<file path="src/sv/arphv_pkg.sv">
`timescale 1ns / 1ps

package arphv_pkg;

   // Packet geometry
   localparam int CNT_W       = 11;
   localparam int CNT_MAX     = 2047;
   localparam int HDR_LEN     = 8;
   localparam int MAC_LEN     = 6;
   localparam int IP_LEN      = 4;
   localparam int QUEUE_DEPTH = 2;

   localparam logic [15:0] ETH_HW     = 16'h0001;
   localparam logic [15:0] IPV4_PROTO = 16'h0800;
   localparam logic [7:0]  ETH_HLN    = 8'd6;
   localparam logic [7:0]  IPV4_PLN   = 8'd4;

   // Fixed header offsets
   localparam logic [2:0] OFS_HW_HI    = 3'd0;
   localparam logic [2:0] OFS_HW_LO    = 3'd1;
   localparam logic [2:0] OFS_PROTO_HI = 3'd2;
   localparam logic [2:0] OFS_PROTO_LO = 3'd3;
   localparam logic [2:0] OFS_HLN      = 3'd4;
   localparam logic [2:0] OFS_PLN      = 3'd5;
   localparam logic [2:0] OFS_OP_HI    = 3'd6;
   localparam logic [2:0] OFS_OP_LO    = 3'd7;

   // Opcodes
   localparam logic [15:0] OP_REQUEST   = 16'd1;
   localparam logic [15:0] OP_REPLY     = 16'd2;
   localparam logic [15:0] OP_RREQUEST  = 16'd3;
   localparam logic [15:0] OP_RREPLY    = 16'd4;
   localparam logic [15:0] OP_INREQUEST = 16'd8;
   localparam logic [15:0] OP_INREPLY   = 16'd9;

   typedef enum logic [3:0] {
      VERDICT_REQUEST       = 4'd0,
      VERDICT_REPLY         = 4'd1,
      VERDICT_TRUNCATED     = 4'd2,
      VERDICT_UNKNOWN_HW    = 4'd3,
      VERDICT_BAD_HW_LEN    = 4'd4,
      VERDICT_UNKNOWN_PROTO = 4'd5,
      VERDICT_BAD_PROTO_LEN = 4'd6,
      VERDICT_SENDER_MISM   = 4'd7,
      VERDICT_UNIMPL_OP     = 4'd8,
      VERDICT_INVALID_OP    = 4'd9
   } verdict_type;

   typedef struct packed {
      logic [7:0]  data_byte;
      logic        last_byte;
      logic [47:0] frame_src_mac;
      logic [47:0] frame_dst_mac;
   } req_type;

   typedef struct packed {
      logic [3:0]  verdict;
      logic [47:0] src_mac_out;
      logic [47:0] dst_mac_out;
      logic [47:0] sender_mac;
      logic [31:0] sender_ip;
      logic [47:0] target_mac;
      logic [31:0] target_ip;
   } rsp_type;

   // Classified beat handed from front to back
   typedef struct packed {
      logic [7:0]  data;
      logic        first;
      logic        last;
      logic        hdr_hit;
      logic [2:0]  hdr_idx;
      logic        smac_hit;
      logic [2:0]  smac_lane;
      logic        sip_hit;
      logic [1:0]  sip_lane;
      logic        tmac_hit;
      logic [2:0]  tmac_lane;
      logic        tip_hit;
      logic [1:0]  tip_lane;
      logic        trunc;
      logic        hln_ok;
      logic        pln_ok;
      logic [47:0] src_mac;
      logic [47:0] dst_mac;
   } cmd_type;

endpackage

</file>
<file path="src/sv/arphv_front.sv">
`timescale 1ns / 1ps

module arphv_front (
   input  logic                clock,
   input  logic                reset,
   input  logic                req_valid,
   input  arphv_pkg::req_type  req_data,
   input  logic                q_full,
   output logic                req_stall,
   output logic                q_push,
   output arphv_pkg::cmd_type  q_cmd
);

   logic [arphv_pkg::CNT_W-1:0] p_ff, p_in;
   logic [7:0]  hln_ff, hln_in, pln_ff, pln_in;
   logic [7:0]  hln_cur, pln_cur;
   logic        first;
   logic [11:0] p12, need;
   logic [11:0] smac_diff, sip_base, sip_diff, tmac_base, tmac_diff, tip_base, tip_diff;

   assign req_stall = q_full;
   assign q_push    = req_valid && !q_full;
   assign first     = (p_ff == '0);
   assign p12       = {1'b0, p_ff};

   always_comb begin
      hln_cur = hln_ff;
      pln_cur = pln_ff;
      if (first) begin
         hln_cur = '0;
         pln_cur = '0;
      end else if (p_ff == arphv_pkg::CNT_W'(arphv_pkg::OFS_HLN)) begin
         hln_cur = req_data.data_byte;
      end else if (p_ff == arphv_pkg::CNT_W'(arphv_pkg::OFS_PLN)) begin
         pln_cur = req_data.data_byte;
      end
   end

   // Address windows; bases sit at or past the fixed header, so lengths are final here
   assign sip_base  = 12'(arphv_pkg::HDR_LEN) + {4'b0, hln_ff};
   assign tmac_base = sip_base + {4'b0, pln_ff};
   assign tip_base  = tmac_base + {4'b0, hln_ff};
   assign smac_diff = p12 - 12'(arphv_pkg::HDR_LEN);
   assign sip_diff  = p12 - sip_base;
   assign tmac_diff = p12 - tmac_base;
   assign tip_diff  = p12 - tip_base;
   assign need      = 12'(arphv_pkg::HDR_LEN) + {3'b0, hln_cur, 1'b0} + {3'b0, pln_cur, 1'b0};

   always_comb begin
      q_cmd           = '0;
      q_cmd.data      = req_data.data_byte;
      q_cmd.first     = first;
      q_cmd.last      = req_data.last_byte;
      q_cmd.hdr_hit   = (p12 < 12'(arphv_pkg::HDR_LEN));
      q_cmd.hdr_idx   = p_ff[2:0];
      q_cmd.smac_hit  = (p12 >= 12'(arphv_pkg::HDR_LEN))
                        && (smac_diff < 12'(arphv_pkg::MAC_LEN));
      q_cmd.smac_lane = 3'(arphv_pkg::MAC_LEN - 1) - smac_diff[2:0];
      q_cmd.sip_hit   = (p12 >= sip_base) && (sip_diff < 12'(arphv_pkg::IP_LEN));
      q_cmd.sip_lane  = 2'(arphv_pkg::IP_LEN - 1) - sip_diff[1:0];
      q_cmd.tmac_hit  = (p12 >= tmac_base) && (tmac_diff < 12'(arphv_pkg::MAC_LEN));
      q_cmd.tmac_lane = 3'(arphv_pkg::MAC_LEN - 1) - tmac_diff[2:0];
      q_cmd.tip_hit   = (p12 >= tip_base) && (tip_diff < 12'(arphv_pkg::IP_LEN));
      q_cmd.tip_lane  = 2'(arphv_pkg::IP_LEN - 1) - tip_diff[1:0];
      q_cmd.trunc     = ((p12 + 12'd1) < need);
      q_cmd.hln_ok    = (hln_cur == arphv_pkg::ETH_HLN);
      q_cmd.pln_ok    = (pln_cur == arphv_pkg::IPV4_PLN);
      q_cmd.src_mac   = req_data.frame_src_mac;
      q_cmd.dst_mac   = req_data.frame_dst_mac;
   end

   always_comb begin
      p_in   = p_ff;
      hln_in = hln_ff;
      pln_in = pln_ff;
      if (q_push) begin
         hln_in = hln_cur;
         pln_in = pln_cur;
         if (req_data.last_byte) begin
            p_in = '0;
         end else if (p_ff != arphv_pkg::CNT_W'(arphv_pkg::CNT_MAX)) begin
            p_in = p_ff + 1'b1;
         end
      end
   end

   always_ff @(posedge clock) begin
      if (reset) begin
         p_ff   <= '0;
         hln_ff <= '0;
         pln_ff <= '0;
      end else begin
         p_ff   <= p_in;
         hln_ff <= hln_in;
         pln_ff <= pln_in;
      end
   end

endmodule

</file>
<file path="src/sv/arphv_queue.sv">
`timescale 1ns / 1ps

module arphv_queue #(
   parameter int DEPTH = arphv_pkg::QUEUE_DEPTH
) (
   input  logic                clock,
   input  logic                reset,
   input  logic                push,
   input  arphv_pkg::cmd_type  push_cmd,
   output logic                full,
   input  logic                pop,
   output logic                pop_valid,
   output arphv_pkg::cmd_type  pop_cmd
);

   localparam int PTR_W = (DEPTH > 1) ? $clog2(DEPTH) : 1;
   localparam int CNT_W = $clog2(DEPTH + 1);

   arphv_pkg::cmd_type entries_ff [DEPTH];
   logic [PTR_W-1:0] wr_ptr_ff, wr_ptr_in, rd_ptr_ff, rd_ptr_in;
   logic [CNT_W-1:0] count_ff, count_in;

   assign full      = (count_ff == CNT_W'(DEPTH));
   assign pop_valid = (count_ff != '0);
   assign pop_cmd   = entries_ff[rd_ptr_ff];

   always_comb begin
      wr_ptr_in = wr_ptr_ff;
      rd_ptr_in = rd_ptr_ff;
      count_in  = count_ff;
      if (push) begin
         wr_ptr_in = (wr_ptr_ff == PTR_W'(DEPTH - 1)) ? '0 : wr_ptr_ff + 1'b1;
      end
      if (pop) begin
         rd_ptr_in = (rd_ptr_ff == PTR_W'(DEPTH - 1)) ? '0 : rd_ptr_ff + 1'b1;
      end
      if (push && !pop) begin
         count_in = count_ff + 1'b1;
      end else if (pop && !push) begin
         count_in = count_ff - 1'b1;
      end
   end

   always_ff @(posedge clock) begin
      if (push) begin
         entries_ff[wr_ptr_ff] <= push_cmd;
      end
   end

   always_ff @(posedge clock) begin
      if (reset) begin
         wr_ptr_ff <= '0;
         rd_ptr_ff <= '0;
         count_ff  <= '0;
      end else begin
         wr_ptr_ff <= wr_ptr_in;
         rd_ptr_ff <= rd_ptr_in;
         count_ff  <= count_in;
      end
   end

endmodule

</file>
<file path="src/sv/arphv_back.sv">
`timescale 1ns / 1ps

module arphv_back (
   input  logic                clock,
   input  logic                reset,
   input  logic                q_valid,
   input  arphv_pkg::cmd_type  q_cmd,
   output logic                q_pop,
   output logic                rsp_valid,
   input  logic                rsp_stall,
   output arphv_pkg::rsp_type  rsp_data
);

   logic [15:0] hw_type_ff, hw_type_in, proto_type_ff, proto_type_in, op_code_ff, op_code_in;
   logic [47:0] sender_mac_ff, sender_mac_in, target_mac_ff, target_mac_in;
   logic [31:0] sender_ip_ff, sender_ip_in, target_ip_ff, target_ip_in;
   logic [47:0] src_mac_ff, src_mac_in, dst_mac_ff, dst_mac_in;
   logic        rsp_valid_ff, rsp_valid_in;
   arphv_pkg::rsp_type     rsp_ff, rsp_in;
   arphv_pkg::verdict_type verdict;

   // Non-final beats never wait on the result side
   assign q_pop     = q_valid && (!q_cmd.last || !rsp_valid_ff || !rsp_stall);
   assign rsp_valid = rsp_valid_ff;
   assign rsp_data  = rsp_ff;

   always_comb begin
      hw_type_in    = q_cmd.first ? '0 : hw_type_ff;
      proto_type_in = q_cmd.first ? '0 : proto_type_ff;
      op_code_in    = q_cmd.first ? '0 : op_code_ff;
      sender_mac_in = q_cmd.first ? '0 : sender_mac_ff;
      sender_ip_in  = q_cmd.first ? '0 : sender_ip_ff;
      target_mac_in = q_cmd.first ? '0 : target_mac_ff;
      target_ip_in  = q_cmd.first ? '0 : target_ip_ff;
      src_mac_in    = q_cmd.first ? q_cmd.src_mac : src_mac_ff;
      dst_mac_in    = q_cmd.first ? q_cmd.dst_mac : dst_mac_ff;

      if (q_cmd.hdr_hit) begin
         unique case (q_cmd.hdr_idx)
            arphv_pkg::OFS_HW_HI:    hw_type_in[15:8]    = q_cmd.data;
            arphv_pkg::OFS_HW_LO:    hw_type_in[7:0]     = q_cmd.data;
            arphv_pkg::OFS_PROTO_HI: proto_type_in[15:8] = q_cmd.data;
            arphv_pkg::OFS_PROTO_LO: proto_type_in[7:0]  = q_cmd.data;
            arphv_pkg::OFS_OP_HI:    op_code_in[15:8]    = q_cmd.data;
            arphv_pkg::OFS_OP_LO:    op_code_in[7:0]     = q_cmd.data;
            default: ;
         endcase
      end

      // Overlapping windows each take the byte
      for (int i = 0; i < arphv_pkg::MAC_LEN; i++) begin
         if (q_cmd.smac_hit && q_cmd.smac_lane == 3'(i)) sender_mac_in[8*i +: 8] = q_cmd.data;
         if (q_cmd.tmac_hit && q_cmd.tmac_lane == 3'(i)) target_mac_in[8*i +: 8] = q_cmd.data;
      end
      for (int i = 0; i < arphv_pkg::IP_LEN; i++) begin
         if (q_cmd.sip_hit && q_cmd.sip_lane == 2'(i)) sender_ip_in[8*i +: 8] = q_cmd.data;
         if (q_cmd.tip_hit && q_cmd.tip_lane == 2'(i)) target_ip_in[8*i +: 8] = q_cmd.data;
      end
   end

   always_comb begin
      if (q_cmd.trunc) begin
         verdict = arphv_pkg::VERDICT_TRUNCATED;
      end else if (hw_type_in != arphv_pkg::ETH_HW) begin
         verdict = arphv_pkg::VERDICT_UNKNOWN_HW;
      end else if (!q_cmd.hln_ok) begin
         verdict = arphv_pkg::VERDICT_BAD_HW_LEN;
      end else if (proto_type_in != arphv_pkg::IPV4_PROTO) begin
         verdict = arphv_pkg::VERDICT_UNKNOWN_PROTO;
      end else if (!q_cmd.pln_ok) begin
         verdict = arphv_pkg::VERDICT_BAD_PROTO_LEN;
      end else if (sender_mac_in != src_mac_in) begin
         verdict = arphv_pkg::VERDICT_SENDER_MISM;
      end else begin
         case (op_code_in) inside
            arphv_pkg::OP_REQUEST: verdict = arphv_pkg::VERDICT_REQUEST;
            arphv_pkg::OP_REPLY:   verdict = arphv_pkg::VERDICT_REPLY;
            arphv_pkg::OP_RREQUEST, arphv_pkg::OP_RREPLY,
            arphv_pkg::OP_INREQUEST, arphv_pkg::OP_INREPLY:
                                   verdict = arphv_pkg::VERDICT_UNIMPL_OP;
            default:               verdict = arphv_pkg::VERDICT_INVALID_OP;
         endcase
      end
   end

   always_comb begin
      rsp_in             = rsp_ff;
      rsp_valid_in       = rsp_valid_ff && rsp_stall;
      if (q_pop && q_cmd.last) begin
         rsp_valid_in       = 1'b1;
         rsp_in.verdict     = verdict;
         rsp_in.src_mac_out = src_mac_in;
         rsp_in.dst_mac_out = dst_mac_in;
         rsp_in.sender_mac  = sender_mac_in;
         rsp_in.sender_ip   = sender_ip_in;
         rsp_in.target_mac  = target_mac_in;
         rsp_in.target_ip   = target_ip_in;
      end
   end

   always_ff @(posedge clock) begin
      if (q_pop) begin
         hw_type_ff    <= hw_type_in;
         proto_type_ff <= proto_type_in;
         op_code_ff    <= op_code_in;
         sender_mac_ff <= sender_mac_in;
         sender_ip_ff  <= sender_ip_in;
         target_mac_ff <= target_mac_in;
         target_ip_ff  <= target_ip_in;
         src_mac_ff    <= src_mac_in;
         dst_mac_ff    <= dst_mac_in;
      end
      rsp_ff <= rsp_in;
   end

   always_ff @(posedge clock) begin
      if (reset) begin
         rsp_valid_ff <= 1'b0;
      end else begin
         rsp_valid_ff <= rsp_valid_in;
      end
   end

endmodule

</file>
<file path="src/sv/arp_header_validator.sv">
`timescale 1ns / 1ps

// Channel  Dir  Handshake             Payload
// req      in   req_valid/req_stall   arphv_pkg::req_type, one packet byte per beat
// rsp      out  rsp_valid/rsp_stall   arphv_pkg::rsp_type, one verdict per packet
//
// Takes one byte per cycle when not stalled; the front counts and classifies each byte
// combinationally. The back pops the last beat from the queue and registers the verdict.
// Reset clears the byte counter, lengths, queue and result valid; payload is not reset.
// req_stall rises only when the front-to-back queue is full, which happens when the
// result register is held by rsp_stall and a further last beat is waiting.

module arp_header_validator #(
   parameter int QUEUE_DEPTH = arphv_pkg::QUEUE_DEPTH
) (
   input  logic                clock,
   input  logic                reset,
   input  logic                req_valid,
   output logic                req_stall,
   input  arphv_pkg::req_type  req_data,
   output logic                rsp_valid,
   input  logic                rsp_stall,
   output arphv_pkg::rsp_type  rsp_data
);

   logic               q_push, q_full, q_pop, q_valid;
   arphv_pkg::cmd_type push_cmd, pop_cmd;

   // Front: count bytes, track lengths, map each byte to its field and lane
   arphv_front u_front (
      .clock     (clock),
      .reset     (reset),
      .req_valid (req_valid),
      .req_data  (req_data),
      .q_full    (q_full),
      .req_stall (req_stall),
      .q_push    (q_push),
      .q_cmd     (push_cmd)
   );

   // Short queue: lets the front keep taking beats while the result is held
   arphv_queue #(
      .DEPTH (QUEUE_DEPTH)
   ) u_queue (
      .clock     (clock),
      .reset     (reset),
      .push      (q_push),
      .push_cmd  (push_cmd),
      .full      (q_full),
      .pop       (q_pop),
      .pop_valid (q_valid),
      .pop_cmd   (pop_cmd)
   );

   // Back: capture fields, decide the verdict, hold the result
   arphv_back u_back (
      .clock     (clock),
      .reset     (reset),
      .q_valid   (q_valid),
      .q_cmd     (pop_cmd),
      .q_pop     (q_pop),
      .rsp_valid (rsp_valid),
      .rsp_stall (rsp_stall),
      .rsp_data  (rsp_data)
   );

   // Never push into a full queue
   assert property (@(posedge clock) disable iff (reset) q_full |-> !q_push)
      else $error("push into full queue");

   // A held result is never overwritten by a new verdict
   assert property (@(posedge clock) disable iff (reset)
      (rsp_valid && rsp_stall) |-> !(q_pop && pop_cmd.last))
      else $error("held result overwritten");

   // A taken result with nothing new behind it drops valid
   assert property (@(posedge clock) disable iff (reset)
      (rsp_valid && !rsp_stall && !(q_pop && pop_cmd.last)) |=> !rsp_valid)
      else $error("result repeated");

   // Pops only come from a non-empty queue
   assert property (@(posedge clock) disable iff (reset) q_pop |-> q_valid)
      else $error("pop from empty queue");

endmodule
</file>
<file path="config.mk">
export PLATFORM = sky130hd
export DESIGN_NAME = arp_header_validator
export DESIGN_NICKNAME = d
export VERILOG_FILES = /design/src/sv/arphv_pkg.sv /design/src/sv/arphv_front.sv /design/src/sv/arphv_queue.sv /design/src/sv/arphv_back.sv /design/src/sv/arp_header_validator.sv
export SDC_FILE = /design/constraint.sdc
export NUM_CORES = 1
export LEC_CHECK = 0
export BUFFER_PORTS_ARGS = -buffer_cell sky130_fd_sc_hd__buf_4
export CORE_MARGIN = 3
export CORE_UTILIZATION = 55
export DETAILED_ROUTE_END_ITERATION = 7
export GPL_ROUTABILITY_DRIVEN = 0
export PLACE_DENSITY = 0.75
export SLEW_MARGIN = 20
export SYNTH_ARGS = -nofsm -noshare
export SYNTH_HDL_FRONTEND = slang
export SYNTH_HIERARCHICAL = 1
export SYNTH_SLANG_ARGS = --single-unit
export TNS_END_PERCENT = 5
</file>
<file path="constraint.sdc">
create_clock -name clock -period 28.2 [get_ports clock]
set_input_delay 1.41 -clock clock [delete_from_list [all_inputs] [get_ports clock]]
set_output_delay 1.41 -clock clock [all_outputs]
set_load 0.02 [all_outputs]
</file>
==> flow_summary.toml <==
[status]
status = "finished clean"

[yosys]
synth.distinct_cells = 82
synth-seq-cells = 851
synth_cells = 2657
synthesis.nets = 2853
yosys.area_share.simple_pct = 7.91
synthTopCellsByArea = "edfxtp_1, mux2_2, ha_1"
seq_area_frac_synth_pct = 67.1
synth-edff-count = 818
yosys_warnings = 6
syn_area_per_cell_um2 = 14.2
syn_area_um2 = 37600
synth.mux.area_fraction_pct = 9.06
synth_ff_type = "edfxtp_1"
synth_fa_ha_area_share_pct = 3.01
synth_top_cell_by_area = "edfxtp_1"
synth_top_area_share_pct = 65.3
synthXorXnorAreaFrac_pct = 2.19
synth-compound-area-share_pct = 5.67
postSynth.asyncResetShare_pct = 0
synth_top_family_by_area = "multiplexers"

[timing]
hold_ws_ns = 0.517
finalHoldViolCount = 0
setup_tns_ns = 0
rsz0062_at_grt = "no"
period_minus_slack_ns = 6.02
maxSlewHeadroom_pct = 24.5
setup_viol = 0
fin_crit_sh_pct = 21.4
finalMaxSlewViolations = 0
fin_skew_ns = 0.0192
tightest_slew_ns = 1.10
fmax_ghz = 0.166

[global_routing]
grt_use_total_pct = 23.9
grt_pass1_wl_um = 131000
grt_max_degree = 129
antenna_found_initial = 4
gr-total-overflow = 0
grt_pass1_vias = 22300

[worst_setup_path]
r2r.worst_path.cells = 6
endpoint_kind = "flip-flop"
crit_fanout = 78
worst_ep_arrival_time_ns = 6.27
worst-setup-path-type = "reg2reg"
required_ns = 28.44
ff2ff_setup_slack_ns = 22.18
cp-start-kind = "flip-flop"
r2r_end = "u_back/target_mac_ff[29]"

[route]
vias_per_cell = 5.79
drt-total-wl_um = 86900
route.detailed.drc = 0
dr.first_iter.drc_count = 2100
avgRoutedWirePerCell_um = 22.6
first_pass_iters = 6
ant_nets = 0
num_vias = 22300

[finish]
final_common_cell = "edfxtp_1"
fin_cells = 3849
final_cell_mix = "edfxtp_1, buf_4, nand2_1, mux2_2, o21ai_0"
drive_above_1_share_pct = 26.7
area_delta_synth_final_pct = 14.7
fin_nets = 3105

[cts]
cts_resized = 0
clock_sinks = 851
cts_hold_buf = 0
ctsRootBufferMaster = "clkbuf_16"
clk_path_buf_depth = 3
cts-buffers-inserted = 85
cts.clk_slew.worst_paths_ns = 0.06
htreeDepth = 3
cts_setup_buffers = 0
tritoncts = "built"
clk_latency_ns = 0.63

[floorplanning]
rows = 95
die_area_um2 = 71600
ioPinCount = 371
start_util_pct = 55.7
coreArea_um2 = 67500
fp.dieH_um = 268
die_x_um = 268

[placement]
dp_hpwl_um = 57300
port_buffers = 370
place_inst = 3695

[power_and_ir_drop]
leakage_nw = 15.9
ir_worst_vdd_mv = 0.0787
powerDensity_nw_per_um2 = 106

[run]
cap_violations = 0

[hold_path]
min_from = "u_queue/rd_ptr_ff"
worstHoldPathCells = 2
hp-class = "reg2reg"
how the worst max path moves through the flow:
stage               from                  endpoint
6_report       flip-flop  u_back/target_mac_ff[29]
5_1_grt        flip-flop  u_back/target_mac_ff[29]
3_5_place_dp   rsp_stall  u_back/target_mac_ff[17]
2_1_floorplan  flip-flop        u_back/rsp_data[0]
4_1_cts        flip-flop   u_back/target_mac_ff[5]
3_3_place_gp   rsp_stall  u_back/target_mac_ff[18]
through the flow:
stage	util [%]	instance area [um2]	total power, mW	setup WS (ns)
5_1_grt	63.9	43200	4.79	21.80
2_1_floorplan	-	37600	3.14	3.28
4_1_cts	63.9	43100	4.61	22.13
3_5_place_dp	59.8	40400	3.49	21.78
6_report	63.9	43200	4.59	22.18
3_3_place_gp	59.8	40400	3.44	21.91
metal layers:
| metal | GRT usage, % | part of all wire, % |
|---|---|---|
| met1 | 31.4 | 40 |
| met2 | 39.2 | 48 |
| met3 | 5.50 | 8.0 |
| met4 | 8.56 | 3.6 |
| met5 | 0 | 0.043 |
critical path: stages, from the launching register on:
cell and delay [ns]:
dfxtp_4 0.74, mux2_2 0.45, a31oi_4 0.79, buf_4 0.81, buf_4 0.86, buf_4 0.88, buf_4 0.90
cells by family (layout without fill, tap and decap cells):
logic type,Yosys count,count (layout)
mux,299,299
xor+xnor,94,94
other cells,0,2
compound gates,363,363
fa+ha+maj,87,87
buf+inv,364,681
flops,851,851
simple gates,599,599
power by group:
part / switching (mW) / internal, mW
Clock: 0.466 / 0.652
Combinational: 0.846 / 0.453
Sequential: 0.155 / 2.02
Total: 1.47 / 3.12
synthesized netlist by cell type, types with 13 or more instances:
cell type and n:
edfxtp_1 818, nand2_1 256, mux2_2 199, o21ai_0 190, inv_1 129, buf_4 113, ha_1 81, nand3_1 79
mux2i_1 67, xnor2_1 67, clkbuf_1 65, nor2_1 63, a21oi_1 56, nand2b_1 48, nor2b_1 34, dfxtp_1 33
mux2_4 33, xor2_1 27, buf_2 24, nor4_1 24, nor3_1 21, buf_1 19, a21o_1 15, a211oi_1 14
buf_6 13
state kept, by name (all words and copies together) (netlist names), 11 cells and up, named ones only:
signal                flops
u_back/dst_mac_ff        48
u_front/p_ff             11
u_back/target_ip_ff      32
u_back/hw_type_ff        16
u_back/target_mac_ff     48
u_back/proto_type_ff     16
u_back/sender_mac_ff     48
u_back/sender_ip_ff      32
u_queue/entries_ff      254
u_back/op_code_ff        16
u_back/rsp_data         260
u_back/src_mac_ff        48
final cells by class:
class	count	area, um2
Clock buffer	106	2260
Tap cell	873	1090
Antenna cell	2	5.00
Fill cell	4843	24400
Multi-Input combinational cell	1442	10600
Inverter	130	498
Clock inverter	46	499
Timing Repair Buffer	399	3000
Sequential cell	851	25200
Note: power is estimated with default switching activity, not from simulation.
